===== config.mk =====
export PLATFORM = sky130hd
export DESIGN_NAME = fixed_partition_fit_allocator_core
export DESIGN_NICKNAME = d
export VERILOG_FILES = /design/src/rtl/fpfa_pkg.sv /design/src/rtl/fixed_partition_fit_allocator_core.sv
export SDC_FILE = /design/constraint.sdc
export NUM_CORES = 1
export LEC_CHECK = 0
export ABC_AREA = 1
export BUFFER_PORTS_ARGS = -buffer_cell sky130_fd_sc_hd__buf_2
export CAP_MARGIN = 20
export CELL_PAD_IN_SITES_DETAIL_PLACEMENT = 1
export CELL_PAD_IN_SITES_GLOBAL_PLACEMENT = 2
export CORE_AREA = 4 4 195 197
export CTS_CLUSTER_SIZE = 25
export DETAILED_ROUTE_END_ITERATION = 12
export DIE_AREA = 0 0 199 201
export PLACE_DENSITY_LB_ADDON = 0.1
export SETUP_SLACK_MARGIN = 0.3
export SYNTH_ARGS = -nofsm -noshare
export SYNTH_HDL_FRONTEND = slang
export SYNTH_SLANG_ARGS = --single-unit

===== constraint.sdc =====
create_clock -name clock -period 6.1 [get_ports clock]
set_input_delay 0.61 -clock clock [delete_from_list [all_inputs] [get_ports clock]]
set_output_delay 0.61 -clock clock [all_outputs]
set_load 0.01 [all_outputs]

===== src/rtl/fpfa_pkg.sv =====
`timescale 1ns / 1ps
// ----------------------------------------------------------------------------
// fpfa_pkg: shared types and codes for the fixed partition fit allocator
// Field widths, stream word layout, register indexes, policy and status codes.
// ----------------------------------------------------------------------------
package fpfa_pkg;

   // Item field widths
   localparam int SLOT_W     = 4;
   localparam int REQ_SIZE_W = 16;
   localparam int STATUS_W   = 2;
   localparam int DATA_W     = 24;   // slot + size, padded to whole bytes

   // Configuration port
   localparam int CSR_IDX_W  = 1;
   localparam int CSR_DATA_W = 5;
   localparam int MODE_W     = 2;
   localparam int COUNT_W    = 5;

   typedef logic [CSR_IDX_W-1:0] csr_index_type;

   localparam csr_index_type REG_FIT_MODE    = 1'd0;
   localparam csr_index_type REG_BLOCK_COUNT = 1'd1;

   // Item kinds (carried in req_tuser)
   localparam logic ACT_LOAD  = 1'b0;
   localparam logic ACT_ALLOC = 1'b1;

   // Placement policies; the unused code behaves as first fit
   localparam logic [MODE_W-1:0] MODE_FIRST = 2'd0;
   localparam logic [MODE_W-1:0] MODE_BEST  = 2'd1;
   localparam logic [MODE_W-1:0] MODE_WORST = 2'd2;

   // Result status (carried in rsp_tuser)
   localparam logic [STATUS_W-1:0] ST_LOADED    = 2'd0;
   localparam logic [STATUS_W-1:0] ST_ALLOCATED = 2'd1;
   localparam logic [STATUS_W-1:0] ST_NO_FIT    = 2'd2;
   localparam logic [STATUS_W-1:0] ST_BEYOND    = 2'd3;

   // Sequencer states
   typedef enum logic [2:0] {
      S_IDLE   = 3'b001,
      S_SCAN   = 3'b010,
      S_FINISH = 3'b100
   } state_type;

endpackage


===== src/rtl/fixed_partition_fit_allocator_core.sv =====
`timescale 1ns / 1ps
// ----------------------------------------------------------------------------
// fixed_partition_fit_allocator_core: fixed partition first/best/worst fit
// Partition size table with one comparator stepped over the entries per
// allocation request.
// ----------------------------------------------------------------------------
// Usage:
//   req_* is the input stream. req_tuser selects the kind of word: a load
//   writes one partition size, an allocate asks for a partition of at least
//   the given size. rsp_* returns exactly one word per input word: status in
//   rsp_tuser, chosen partition index and its former size in rsp_tdata.
//   csr_* writes fit_mode (index 0) and block_count (index 1); write them only
//   while the block is idle.
// Operation:
//   A load passes from acceptance through the S_FINISH state into the result
//   register. An allocation reads the table through a single registered memory
//   port, one partition per cycle, and compares it in one shared comparator;
//   it steps through S_SCAN over the active partition count, then S_FINISH.
//   req_tready is high only while no word is in progress, so a new word is not
//   taken until the previous one has left S_FINISH for the result register.
// Reset clears every valid bit of the table (every partition taken), fit_mode and
//   block_count, and empties the result register.
// A stalled receiver holds the result register; the next input word is still
//   accepted, and its result waits until the register is taken.
// ----------------------------------------------------------------------------
module fixed_partition_fit_allocator_core #(
   parameter int NUM_PARTITIONS = 16,
   parameter int SIZE_BITS      = 16
) (
   input  logic                              clock,
   input  logic                              reset,
   // Input stream
   input  logic                              req_tvalid,
   output logic                              req_tready,
   input  logic [fpfa_pkg::DATA_W-1:0]       req_tdata,   // [3:0] slot, [19:4] size
   input  logic                              req_tuser,   // [0] action
   // Result stream
   output logic                              rsp_tvalid,
   input  logic                              rsp_tready,
   output logic [fpfa_pkg::DATA_W-1:0]       rsp_tdata,   // [3:0] chosen_slot, [19:4] chosen_size
   output logic [fpfa_pkg::STATUS_W-1:0]     rsp_tuser,   // [1:0] status
   // Configuration writes
   input  logic                              csr_we,
   input  logic [fpfa_pkg::CSR_IDX_W-1:0]    csr_index,
   input  logic [fpfa_pkg::CSR_DATA_W-1:0]   csr_wdata
);
   import fpfa_pkg::*;

   localparam int IDX_W = $clog2(NUM_PARTITIONS);
   localparam int CNT_W = $clog2(NUM_PARTITIONS + 1);
   localparam int CMP_W = (SIZE_BITS > REQ_SIZE_W) ? SIZE_BITS : REQ_SIZE_W;

   // Configuration registers
   logic [MODE_W-1:0]          fit_mode_ff;
   logic [COUNT_W-1:0]         block_count_ff;

   // Sequencer and item registers
   state_type                  state_ff, state_in;
   logic                       action_ff, action_in;
   logic [SLOT_W-1:0]          slot_ff, slot_in;
   logic [REQ_SIZE_W-1:0]      size_ff, size_in;
   logic [CNT_W-1:0]           scan_ff, scan_in;

   // Read pipeline stage
   logic                       rd_vld_ff, rd_vld_in;
   logic [IDX_W-1:0]           rd_idx_ff, rd_idx_in;
   logic [SIZE_BITS-1:0]       mem_q_ff;
   logic                       vq_ff;

   // Running candidate
   logic                       found_ff, found_in;
   logic [IDX_W-1:0]           pick_ff, pick_in;
   logic [SIZE_BITS-1:0]       best_ff, best_in;

   // Partition table with per-entry valid bits (invalid reads as zero)
   logic [SIZE_BITS-1:0]       mem [NUM_PARTITIONS];
   logic [NUM_PARTITIONS-1:0]  valid_ff, valid_in;

   // Result register
   logic                       rsp_valid_ff, rsp_valid_in;
   logic [STATUS_W-1:0]        rsp_status_ff, rsp_status_in;
   logic [SLOT_W-1:0]          rsp_slot_ff, rsp_slot_in;
   logic [REQ_SIZE_W-1:0]      rsp_size_ff, rsp_size_in;

   logic                       req_fire;
   logic [CNT_W-1:0]           count_w;
   logic                       scan_go;
   logic [SIZE_BITS-1:0]       ent_size;
   logic                       ent_live;
   logic                       ent_fits;
   logic                       take;
   logic                       out_free;
   logic                       finish_go;
   logic                       load_ok;
   logic                       alloc_ok;
   logic                       load_wr;
   logic [IDX_W-1:0]           load_addr;

   assign req_tready = (state_ff == S_IDLE);
   assign req_fire   = req_tvalid && req_tready;

   // Active partition count, clipped to the table depth
   assign count_w = (32'(block_count_ff) > NUM_PARTITIONS) ? CNT_W'(NUM_PARTITIONS)
                                                           : CNT_W'(block_count_ff);

   assign scan_go = (state_ff == S_SCAN) && (scan_ff < count_w);

   // Shared compare unit on the word just read
   assign ent_size = vq_ff ? mem_q_ff : '0;
   assign ent_live = (ent_size != '0);
   assign ent_fits = CMP_W'(size_ff) <= CMP_W'(ent_size);

   always_comb begin
      case (fit_mode_ff)
         MODE_BEST:  take = ent_live && ent_fits && (!found_ff || (ent_size < best_ff));
         MODE_WORST: take = ent_live && (!found_ff || (ent_size > best_ff));
         default:    take = ent_live && ent_fits && !found_ff;
      endcase
   end

   // Completion checks
   assign out_free  = !rsp_valid_ff || rsp_tready;
   assign finish_go = (state_ff == S_FINISH) && out_free;
   assign load_ok   = 32'(slot_ff) < 32'(count_w);
   assign alloc_ok  = found_ff &&
                      ((fit_mode_ff != MODE_WORST) || (CMP_W'(size_ff) <= CMP_W'(best_ff)));
   assign load_wr   = finish_go && (action_ff == ACT_LOAD) && load_ok;
   assign load_addr = IDX_W'(slot_ff);

   // Sequencer next state
   always_comb begin
      state_in  = state_ff;
      action_in = action_ff;
      slot_in   = slot_ff;
      size_in   = size_ff;
      scan_in   = scan_ff;
      rd_vld_in = 1'b0;
      rd_idx_in = scan_ff[IDX_W-1:0];
      found_in  = found_ff;
      pick_in   = pick_ff;
      best_in   = best_ff;
      case (state_ff)
         S_IDLE: begin
            if (req_fire) begin
               action_in = req_tuser;
               slot_in   = req_tdata[SLOT_W-1:0];
               size_in   = req_tdata[SLOT_W +: REQ_SIZE_W];
               scan_in   = '0;
               found_in  = 1'b0;
               state_in  = (req_tuser == ACT_ALLOC) ? S_SCAN : S_FINISH;
            end
         end
         S_SCAN: begin
            rd_vld_in = scan_go;
            if (scan_go) begin
               scan_in = scan_ff + CNT_W'(1);
            end else begin
               state_in = S_FINISH;
            end
            if (rd_vld_ff && take) begin
               found_in = 1'b1;
               pick_in  = rd_idx_ff;
               best_in  = ent_size;
            end
         end
         S_FINISH: begin
            if (out_free) begin
               state_in = S_IDLE;
            end
         end
         default: begin
            state_in = S_IDLE;
         end
      endcase
   end

   // Table valid bits: load sets, allocation clears
   always_comb begin
      valid_in = valid_ff;
      if (load_wr) begin
         valid_in[load_addr] = 1'b1;
      end
      if (finish_go && (action_ff == ACT_ALLOC) && alloc_ok) begin
         valid_in[pick_ff] = 1'b0;
      end
   end

   // Result register
   always_comb begin
      rsp_valid_in  = rsp_valid_ff && !rsp_tready;
      rsp_status_in = rsp_status_ff;
      rsp_slot_in   = rsp_slot_ff;
      rsp_size_in   = rsp_size_ff;
      if (finish_go) begin
         rsp_valid_in = 1'b1;
         rsp_slot_in  = '0;
         rsp_size_in  = '0;
         if (action_ff == ACT_LOAD) begin
            rsp_status_in = load_ok ? ST_LOADED : ST_BEYOND;
         end else if (alloc_ok) begin
            rsp_status_in = ST_ALLOCATED;
            rsp_slot_in   = SLOT_W'(pick_ff);
            rsp_size_in   = REQ_SIZE_W'(best_ff);
         end else begin
            rsp_status_in = ST_NO_FIT;
         end
      end
   end

   // Control registers
   always_ff @(posedge clock) begin
      if (reset) begin
         state_ff       <= S_IDLE;
         rd_vld_ff      <= 1'b0;
         found_ff       <= 1'b0;
         valid_ff       <= '0;
         rsp_valid_ff   <= 1'b0;
         fit_mode_ff    <= MODE_FIRST;
         block_count_ff <= '0;
      end else begin
         state_ff     <= state_in;
         rd_vld_ff    <= rd_vld_in;
         found_ff     <= found_in;
         valid_ff     <= valid_in;
         rsp_valid_ff <= rsp_valid_in;
         if (csr_we) begin
            case (csr_index)
               REG_FIT_MODE:    fit_mode_ff    <= csr_wdata[MODE_W-1:0];
               REG_BLOCK_COUNT: block_count_ff <= csr_wdata[COUNT_W-1:0];
               default:         ;
            endcase
         end
      end
   end

   // Payload registers
   always_ff @(posedge clock) begin
      action_ff     <= action_in;
      slot_ff       <= slot_in;
      size_ff       <= size_in;
      scan_ff       <= scan_in;
      rd_idx_ff     <= rd_idx_in;
      pick_ff       <= pick_in;
      best_ff       <= best_in;
      rsp_status_ff <= rsp_status_in;
      rsp_slot_ff   <= rsp_slot_in;
      rsp_size_ff   <= rsp_size_in;
   end

   // Partition memory: one write port, one registered read port
   always_ff @(posedge clock) begin
      if (load_wr) begin
         mem[load_addr] <= SIZE_BITS'(size_ff);
      end
      if (scan_go) begin
         mem_q_ff <= mem[scan_ff[IDX_W-1:0]];
         vq_ff    <= valid_ff[scan_ff[IDX_W-1:0]];
      end
   end

   assign rsp_tvalid = rsp_valid_ff;
   assign rsp_tuser  = rsp_status_ff;
   assign rsp_tdata  = {(DATA_W - SLOT_W - REQ_SIZE_W)'(0), rsp_size_ff, rsp_slot_ff};

endmodule


==> metrics.txt, run 1 <==
status finished clean; Site Rows 70; gr usage total 0.220; Worst setup SP type flop; worst-case clock buffer depth 3; Critical Path Sink Type flop; DRC viols 0; largest net degree at the start of global routing 140; Worst Tran Pin Value 1.08 ns; initial DRC count 744; total CTS buffers around 40; fin area approximately 18000 um2; FMAX 275 MHz; crit-path max FO 20; clk sink count about 370; CTS tree yes; grt total ovfl 0; Hold Buf Count CTS 0; port bufs 55; core area ~36000 um2; Final Setup Violations 0; Layout Nets 1497; postcts setup bufs 0; DP Cell Count roughly 1800; DR WL/cell 22.9 um; Synth Instances 1340; Max-Cap Viols 0; Worst EP required roughly 6.3 ns; Initial Util 0.438; vias in the first global route 10900; Area Growth Syn to Fin 13.9%; synth warn 0; Placed Area 16700 um2; unrepaired setup endpoints after global routing no; die area 40000 um2; layout cells sized above 1 0.127; Mapped Area 15900 um2; detailed-route wire length about 44000 um; period utilization 0.597; Synth Register Bits 374; Root Buffer Master clkbuf_16; routed via count 10600; Clock Skew 0.0122 ns; hold path depth 1; worst reg2reg path depth 16; clock-pin slew on the worst setup and hold paths 0.06 ns; Tmin final 3.64 ns; H-tree Lvls 2; RePlAce Congestion ~0.83; Finished Layout Cells 1906; fillers 3825; final antenna-violating net count 0; Cell variety after synth 41; Power per Cell Area 380 nW/um2; Die Ht 201 um; dpl hpwl between 20000 and 30000 um; Via density 5.55; sequential area share after synthesis 0.686; first-pass GRT wire length 66300 um; Finished Core Util 0.499; die span in x 199 um; LEAKAGE 6.63 nW; Fin Setup TNS 0 ns; Peak VDD IR 267 uV; critical path type reg -> reg; Design Power between 0.006 and 0.007 W; Worst-Skew Late Latency 0.56 ns; initial antenna violation count 1; Resized cells post-CTS 0; HP Class in -> reg; worst rel slew slack 0.281; router iterations before antenna repair 7; Syn Area/Cell 11.9 um2; Worst Path Arrival 3.83 ns; final slew viol count 0; Fin. Hold Viols 0; # IOs 64
## final timing paths
kind | from | end | slack (ns)
max reg2reg | vq_ff$_DFFE_PP_ | best_ff[0]$_DFFE_PP_ | 2.46
min | req_tdata[3] | load_addr[3]$_DFFE_PP_ | 0.22
min reg2reg | rd_idx_ff[2]$_DFF_P_ | pick_ff[2]$_DFFE_PP_ | 0.41
max | vq_ff$_DFFE_PP_ | best_ff[0]$_DFFE_PP_ | 2.46
## critical path: stages (launching register included)
cell and delay [ns]:
edfxtp_1 0.88, nand2_1 0.29, inv_1 0.16, ha_1 0.25
nand2_1 0.08, nand2_1 0.07, nand2_1 0.06, nand2_1 0.06
nand2_1 0.06, nand2_1 0.05, nand2_1 0.08, nand3_1 0.07
nand2_1 0.07, nand3_1 0.07, nand2_1 0.18, nand3_1 0.14
inv_1 0.67
## stage by stage
stage / hold slack [ns] / setup WS, ns
2_1_floorplan: 0.386 / 2.77
6_report: 0.224 / 2.46
3_5_place_dp: 0.393 / 2.45
3_3_place_gp: 0.386 / 2.47
5_1_grt: 0.204 / 2.07
4_1_cts: 0.198 / 2.42
## cells in the final DEF (no fill, tap or decap), drive strengths merged, types with 2 or more instances in the layout
cell type,n
inv,97
nor4,3
o22ai,41
o21ai,153
clkinv,21
a21oi,44
conb,4
nor2,220
ha,56
clkbuf,55
buf,84
nand4,25
o21bai,4
nand2,152
o211a,7
dfxtp,33
o221ai,23
o211ai,11
o21a,5
nor3,7
bufinv,2
edfxtp,341
nand3,42
## cell type report
type | count | area, um2 | share of cell area
flip-flops and latches | 374 | 10900 | 0.602
multi-input cells | 804 | 4370 | 0.242
clock buffers | 55 | 1130 | 0.0624
well taps | 468 | 586 | 0.0324
repair buffers | 84 | 556 | 0.0307
inverters | 100 | 377 | 0.0208
clock inverters | 20 | 174 | 0.00961
diodes | 1 | 2.50 | 0.000138
## per-layer routing
layer	track usage	up-vias	share of wire
li1	-	4941	-
met3	0.0371	47	0.050
met5	0	-	0
met2	0.352	215	0.47
met4	0.0596	0	0.022
met1	0.315	5378	0.46
## synth_stat cells
master    count  area [um2]
edfxtp_1    341       10200
nor2_1      220         826
o21ai_0     151         756
nand2_1     142         533
inv_1        91         342
ha_1         56         701
a21oi_1      43         215
clkbuf_1     42         158
o22ai_1      41         257
nand3_1      40         200
dfxtp_1      33         661
nand4_1      25         156
o221ai_1     23         201
o211ai_1     11        82.6
buf_2         8        40.0
nand2_2       8        50.1
buf_1         7        26.3
o211a_1       7        70.1
buf_4         5        37.5
inv_2         5        18.8
o21a_1        5        37.5
clkinv_1      4        15.0
nor3_1        4        20.0
o21bai_1      4        30.0
nor3_2        3        30.0
nor4_1        3        18.8
buf_6         2        22.5
nand2_4       2        22.5
nand3_2       2        20.0
a21o_1        1        7.51
a21oi_2       1        8.76
a22oi_1       1        7.51
a31oi_1       1        6.26
and2_1        1        6.26
buf_12        1        20.0
conb_1        1        3.75
nand3b_1      1        7.51
o21ai_1       1        5.00
o21ai_2       1        8.76
or2_2         1        6.26
xor2_1        1        8.76
## power breakdown
group          internal (W)  switching, W  total [W]
clock               0.00139       0.00101    0.00241
sequential          0.00296      0.000156    0.00311
combinational      0.000386      0.000969    0.00135
total               0.00474       0.00214    0.00688
## registers in the layout, indices dropped and copies added, names as in the netlist, 5 cells and up
name            count
best_ff            16
block_count_ff      5
mem               256
mem_q_ff           16
rsp_size_ff        16
scan_ff             5
size_ff            16
valid_ff           16
## cell families after synthesis
logic type      share of synthesized area
compound gates                      0.107
xor+xnor                         0.000552
fa+ha+maj                          0.0441
buf+inv                            0.0428
flops                               0.686
other cells                      0.000236
simple gates                        0.119
Power figures use the tool's default switching activity.
==> run 2: changes to the inputs <==
--- a/config.mk
+++ b/config.mk
@@ -5,15 +5,15 @@
 export SDC_FILE = /design/constraint.sdc
 export NUM_CORES = 1
 export LEC_CHECK = 0
-export ABC_AREA = 1
+export ABC_AREA = 0
 export BUFFER_PORTS_ARGS = -buffer_cell sky130_fd_sc_hd__buf_2
 export CAP_MARGIN = 20
 export CELL_PAD_IN_SITES_DETAIL_PLACEMENT = 1
 export CELL_PAD_IN_SITES_GLOBAL_PLACEMENT = 2
-export CORE_AREA = 4 4 195 197
+export CORE_AREA = 4 4 198 200
 export CTS_CLUSTER_SIZE = 25
 export DETAILED_ROUTE_END_ITERATION = 12
-export DIE_AREA = 0 0 199 201
+export DIE_AREA = 0 0 202 204
 export PLACE_DENSITY_LB_ADDON = 0.1
 export SETUP_SLACK_MARGIN = 0.3
 export SYNTH_ARGS = -nofsm -noshare
==> constraint.sdc (replaced) <==
create_clock -name clock -period 3.15 [get_ports clock]
set_input_delay 0.315 -clock clock [delete_from_list [all_inputs] [get_ports clock]]
set_output_delay 0.315 -clock clock [all_outputs]
set_load 0.01 [all_outputs]
==> run 2 against run 1 <==
Via count decreased by 17%. Critical path depth decreased by 4. Clock skew up 0.013 ns. Wire length down 8.0%. Register-to-register slack got worse by 2.1 ns. Die area is 3.0% higher. Total power grew 68%. Synthesized cell count decreased by 34%. Critical path type unchanged. Largest cell class unchanged.
==> metrics.txt, run 2 <==
status finished clean; Power per Cell Area 611 nW/um2; largest net degree at the start of global routing 73; worst reg2reg path depth 12; dpl hpwl 26000 um; Comb pwr share 0.116; router iterations before antenna repair 4; grt total ovfl 0; gr usage total 0.197; critical path type reg -> reg; total CTS buffers 42; unrepaired setup endpoints after global routing yes; Mapped Area 15500 um2; CTS tree yes; sequential area share after synthesis 0.703; DP Cell Count 1477; Clk pwr share 0.394; Diodes inserted 0; die area 41200 um2; worst-case clock buffer depth 3; Root Buffer Master clkbuf_16; ys flop type edfxtp_1; routed via count 8740; Placed Area 16900 um2; Area Growth Syn to Fin 21.7%; Final Setup Violations 0; max FFs per register 256; clk sink count 374; M2 GR Usage 0.330; port bufs 55; Peak VDD IR 456 uV; crit-path max FO 8; most frequent cells in the layout edfxtp_1, mux4_2, buf_4, buf_2, ha_1; Critical Path Sink Type flop; Via density 5.48; Die Ht 204 um; Most flops, register mem; Worst Path Arrival approximately 3.0 ns; LEAKAGE between 6 and 7 nW; fin area 18900 um2; top cells by count, synth edfxtp_1, mux4_2, ha_1; detailed-route wire length 40200 um; period utilization 0.880; Worst-Skew Late Latency 0.56 ns; commonest non-fill, non-tap cell in the layout edfxtp_1; DR WL/cell 25.2 um; GR Util met3 0.0308; RePlAce Congestion 0.797; layout cells sized above 1 0.314; Reg power frac 0.490; # IOs 64; EDFF count, synth ~340; cell with the most instances after synthesis edfxtp_1; global route hottest layer met2; Hold Slack 0.0422 ns; Cell variety after synth 62; Site Rows 71; initial DRC count 563; synth top area cells edfxtp_1, mux4_2, ha_1; initial antenna violation count 3; Syn Area/Cell 17.5 um2; Fin. Hold Viols 0; Worst Tran Pin Value 0.864 ns; Sw Share 0.238; Layout Nets 1145; Fin Setup TNS 0 ns; GRT met1 Usage 0.272; synth warn 0; H-tree Lvls 2; DRC viols 0; hold path depth 3; vias in the first global route approximately 9500; HP Class in -> reg; clock-pin slew on the worst setup and hold paths 0.06 ns; worst rel slew slack 0.420; Synth Register Bits ~370; Synth Instances about 890; Tmin final 2.77 ns; final slew viol count 0; Max-Cap Viols 0; Initial Util 0.415; first-pass GRT wire length 60100 um; Async SR Flop Fraction 0; internal power ~0.0088 W; Clock Skew 0.0250 ns; final antenna-violating net count 0; Worst EP required 3.40 ns; die span in x 202 um; FMAX approximately 360 MHz; post-synth top area cell edfxtp_1; Net Switching around 0.0027 W; core area around 37000 um2; Worst setup SP type flop; top cell type's share of synthesized area 0.660; Finished Layout Cells 1596
==> run 2: stage by stage <==
step,utilization,total power (W),setup slack (ns)
2_1_floorplan,-,0.00659,0.328
3_3_place_gp,0.452,0.00701,0.258
3_5_place_dp,0.452,0.00705,0.0831
4_1_cts,0.499,0.0117,0.287
5_1_grt,0.505,0.0120,0.214
6_report,0.505,0.0115,0.378
==> run 2: per-layer routing <==
metal,share of wire,wire length [um],up-vias
li1,-,-,3879
met1,0.44,17700,4601
met2,0.50,19900,212
met3,0.043,1740,48
met4,0.020,818,0
met5,0,0,-
==> run 2: logic make-up (layout without fill, tap and decap cells) <==
kind of cell	after synthesis	in the layout	synth area share
flip-flops	374	374	0.703
adder cells (fa/ha/maj)	56	56	0.0452
multiplexers	86	86	0.124
buffers and inverters	79	273	0.0210
XOR/XNOR	3	3	0.00169
other	1	4	0.000242
AND/OR/NAND/NOR	188	188	0.0602
AO/OA/AOI/OAI	101	101	0.0451
==> run 2: what timing repair did <==
item,4_1_cts,5_1_grt
endpoints found under the hold margin,20,0
endpoints found under the setup margin,174,25
cloned,1,0
resized for setup,17,37
buffers inserted,16,6
pin swaps,9,12
hold buffers,20,0
==> run 2: power groups by stage <==
stage               Clock (W)  Combinational (W)  Sequential [W]
CTS                   0.00469            0.00134         0.00565
detailed placement          0            0.00130         0.00576
global placement            0            0.00126         0.00575
finish                0.00454            0.00133         0.00565
global route          0.00492            0.00145         0.00566
floorplan                   0           0.000827         0.00576
==> run 2: area by class of cell <==
cell class                      count  area, um2
Inverter                           41        154
Tap cell                          511        639
Clock inverter                     25        173
Sequential cell                   374      10900
Fill cell                        3494      18500
Multi-Input combinational cell    438       4560
Clock buffer                       51       1110
Timing Repair Buffer              156       1330
==> run 2: critical path, stage by stage (launching register included) <==
cell	delay [ns]
edfxtp_1	0.37
buf_6	0.16
buf_4	0.16
nand2_1	0.11
ha_1	0.25
nor2b_1	0.14
o211ai_1	0.16
a21oi_1	0.11
o31ai_2	0.29
nand4_1	0.23
o22ai_4	0.24
buf_12	0.14
buf_12	0.12
==> run 2: path summary, 6_finish.rpt <==
kind              slack (ns)                              to            startpoint
setup / recovery        0.38            best_ff[4]$_DFFE_PP_       vq_ff$_DFFE_PP_
hold / removal          0.04  block_count_ff[2]$_SDFFE_PP0P_          csr_wdata[2]
setup reg to reg        0.38            best_ff[4]$_DFFE_PP_       vq_ff$_DFFE_PP_
hold reg to reg         0.41            pick_ff[0]$_DFFE_PP_  rd_idx_ff[0]$_DFF_P_
==> run 3: changes to the inputs <==
--- a/config.mk
+++ b/config.mk
@@ -14,6 +14,7 @@
 export CTS_CLUSTER_SIZE = 25
 export DETAILED_ROUTE_END_ITERATION = 12
 export DIE_AREA = 0 0 202 204
+export MAX_ROUTING_LAYER = met4
 export PLACE_DENSITY_LB_ADDON = 0.1
 export SETUP_SLACK_MARGIN = 0.3
 export SYNTH_ARGS = -nofsm -noshare
==> run 3 against run 2 <==
Cell area barely moved. Total power hardly changed. Wire length barely moved. Highest routed layer unchanged. Sequential share of layout area barely moved. Global-route usage up 0.59 points. Final cell count is the same. Flip-flop and latch count stayed put. Clock skew about the same. Critical endpoint unchanged. Combinational power about the same. Via count shrank 0.32%.
==> metrics.txt, run 3 (synthesis gave the netlist of run 2 again) <==
Fin Setup TNS 0 ns; die area 41200 um2; HP Class in -> reg; hold path depth 3; slowest library cell on the worst path edfxtp_1; critical path depth in cells 12; CTS tree yes; final antenna-violating net count 0; Area Growth Syn to Fin 21.7%; period utilization 0.880; max FFs per register 256; DR WL/cell between 20 and 30 um; uppermost routed layer met4; crit-path max FO 8; most frequent cells in the layout edfxtp_1, mux4_2, buf_4, buf_2, ha_1; LEAKAGE between 6 and 7 nW; Critical Path Max Stage Delay 0.37 ns; CP Cell Sequence buf_6, buf_4, nand2_1, ha_1, nor2b_1, o211ai_1, a21oi_1, o31ai_2, nand4_1, o22ai_4, buf_12, buf_12; Hold Slack 0.0402 ns; final worst slack 0.379 ns; Layout Nets 1145; status finished clean; Crit Reg-Reg Startpoint vq_ff$_DFFE_PP_; H-tree Lvls 2; Via density around 5.5; Root Buffer Master clkbuf_16; met1 WL 17800 um; layout cells sized above 1 0.314; final slew viol count 0; grt total ovfl 0; Max-Cap Viols 0; Peak VDD IR 455 uV; clk sink count 374; Tmin final 2.77 ns; Finished Core Util 0.505; commonest non-fill, non-tap cell in the layout edfxtp_1; worst reg2reg path depth 12; worst rel slew slack 0.434; Worst-Skew Late Latency 0.56 ns; Min-Delay Endpoint block_count_ff[2]$_SDFFE_PP0P_; worst-case clock buffer depth 3; delay-heaviest family, CP compound AO/OA/AOI/OAI gates; Critical Path Source vq_ff$_DFFE_PP_; Final Setup Violations 0; Worst Tran Pin Value roughly 0.84 ns; Site Rows 71; CP dominant cell by count buf_12; hold path start csr_wdata[2]; Worst Path Arrival 3.02 ns; Critical path buffers and inverters 4; Most flops, register mem; Clock Skew 0.0253 ns; met2 WL post-DR slightly below 20000 um; port bufs 55; total CTS buffers 42; die span in x about 200 um; initial antenna violation count 3; FMAX 361 MHz; first-pass GRT wire length 60100 um; Worst setup SP type flop; dpl hpwl 26000 um; Die Ht 204 um; worst slack, placed 0.0831 ns; largest net degree at the start of global routing 73; Reg2Reg Setup Slack 0.38 ns; Critical Path Sink Type flop; Power per Cell Area 611 nW/um2; initial DRC count 627; router iterations before antenna repair 4; vias in the first global route 9466; Worst EP required around 3.4 ns; met3 wire length about 1600 um; gr usage total 0.203; DRC viols 0; routed via count a little under 9000; detailed-route wire length 40100 um; worst reg2reg endpoint best_ff[4]$_DFFE_PP_; Fin. Hold Viols 0; core area 37400 um2; critical path type reg -> reg; Diodes inserted 0; clock-pin slew on the worst setup and hold paths 0.06 ns; unrepaired setup endpoints after global routing yes; RePlAce Congestion 0.809; Initial Util 0.415; # IOs 64
-- run 3: final cells by class --
type / count / area (um2)
Clock buffer: 51 / 1110
Clock inverter: 25 / 173
Fill cell: 3492 / 18500
Inverter: 41 / 154
Multi-Input combinational cell: 438 / 4560
Sequential cell: 374 / 10900
Tap cell: 511 / 639
Timing Repair Buffer: 156 / 1330
-- run 3: worst max-delay path by stage --
| stage | endpoint |
|---|---|
| final | best_ff[4]$_DFFE_PP_ |
| after detailed placement | best_ff[8]$_DFFE_PP_ |
| after floorplan | best_ff[0]$_DFFE_PP_ |
| after global placement | mem[9][5]$_DFFE_PP_ |
| after global routing | found_ff$_SDFFE_PP0P_ |
| after CTS | best_ff[4]$_DFFE_PP_ |
-- run 3: power breakdown --
group          switching [W]  leakage, nW  internal, W
Sequential         0.0000821         3.33      0.00557
Combinational       0.000725         2.46     0.000610
Clock                0.00193        0.637      0.00261
-- run 3: per-layer routing --
metal	vias up	track usage
li1	3879	-
met1	4593	0.272
met2	191	0.330
met3	49	0.0306
met4	0	0.0554
met5	-	-
-- run 3: worst min-delay path: stages --
cell and delay (ns):
buf_2 0.09, nand3_1 0.06, a21oi_1 0.06
-- run 3: per-stage QoR --
step                cells  area, um2  total power (W)
floorplan             891      15600          0.00659
global placement     1477      16900          0.00701
detailed placement   1477      16900          0.00705
CTS                  1590      18700           0.0117
global route         1596      18900           0.0120
finish               1596      18900           0.0115
-- run 3: what timing repair did --
action | 4_1_cts | 5_1_grt
endpoints found under the setup margin | 174 | 25
hold endpoints to repair | 20 | 0
hold buffers | 20 | 0
setup buffers | 16 | 6
gates cloned | 1 | 0
gates resized for setup | 17 | 38
pin swaps | 9 | 12
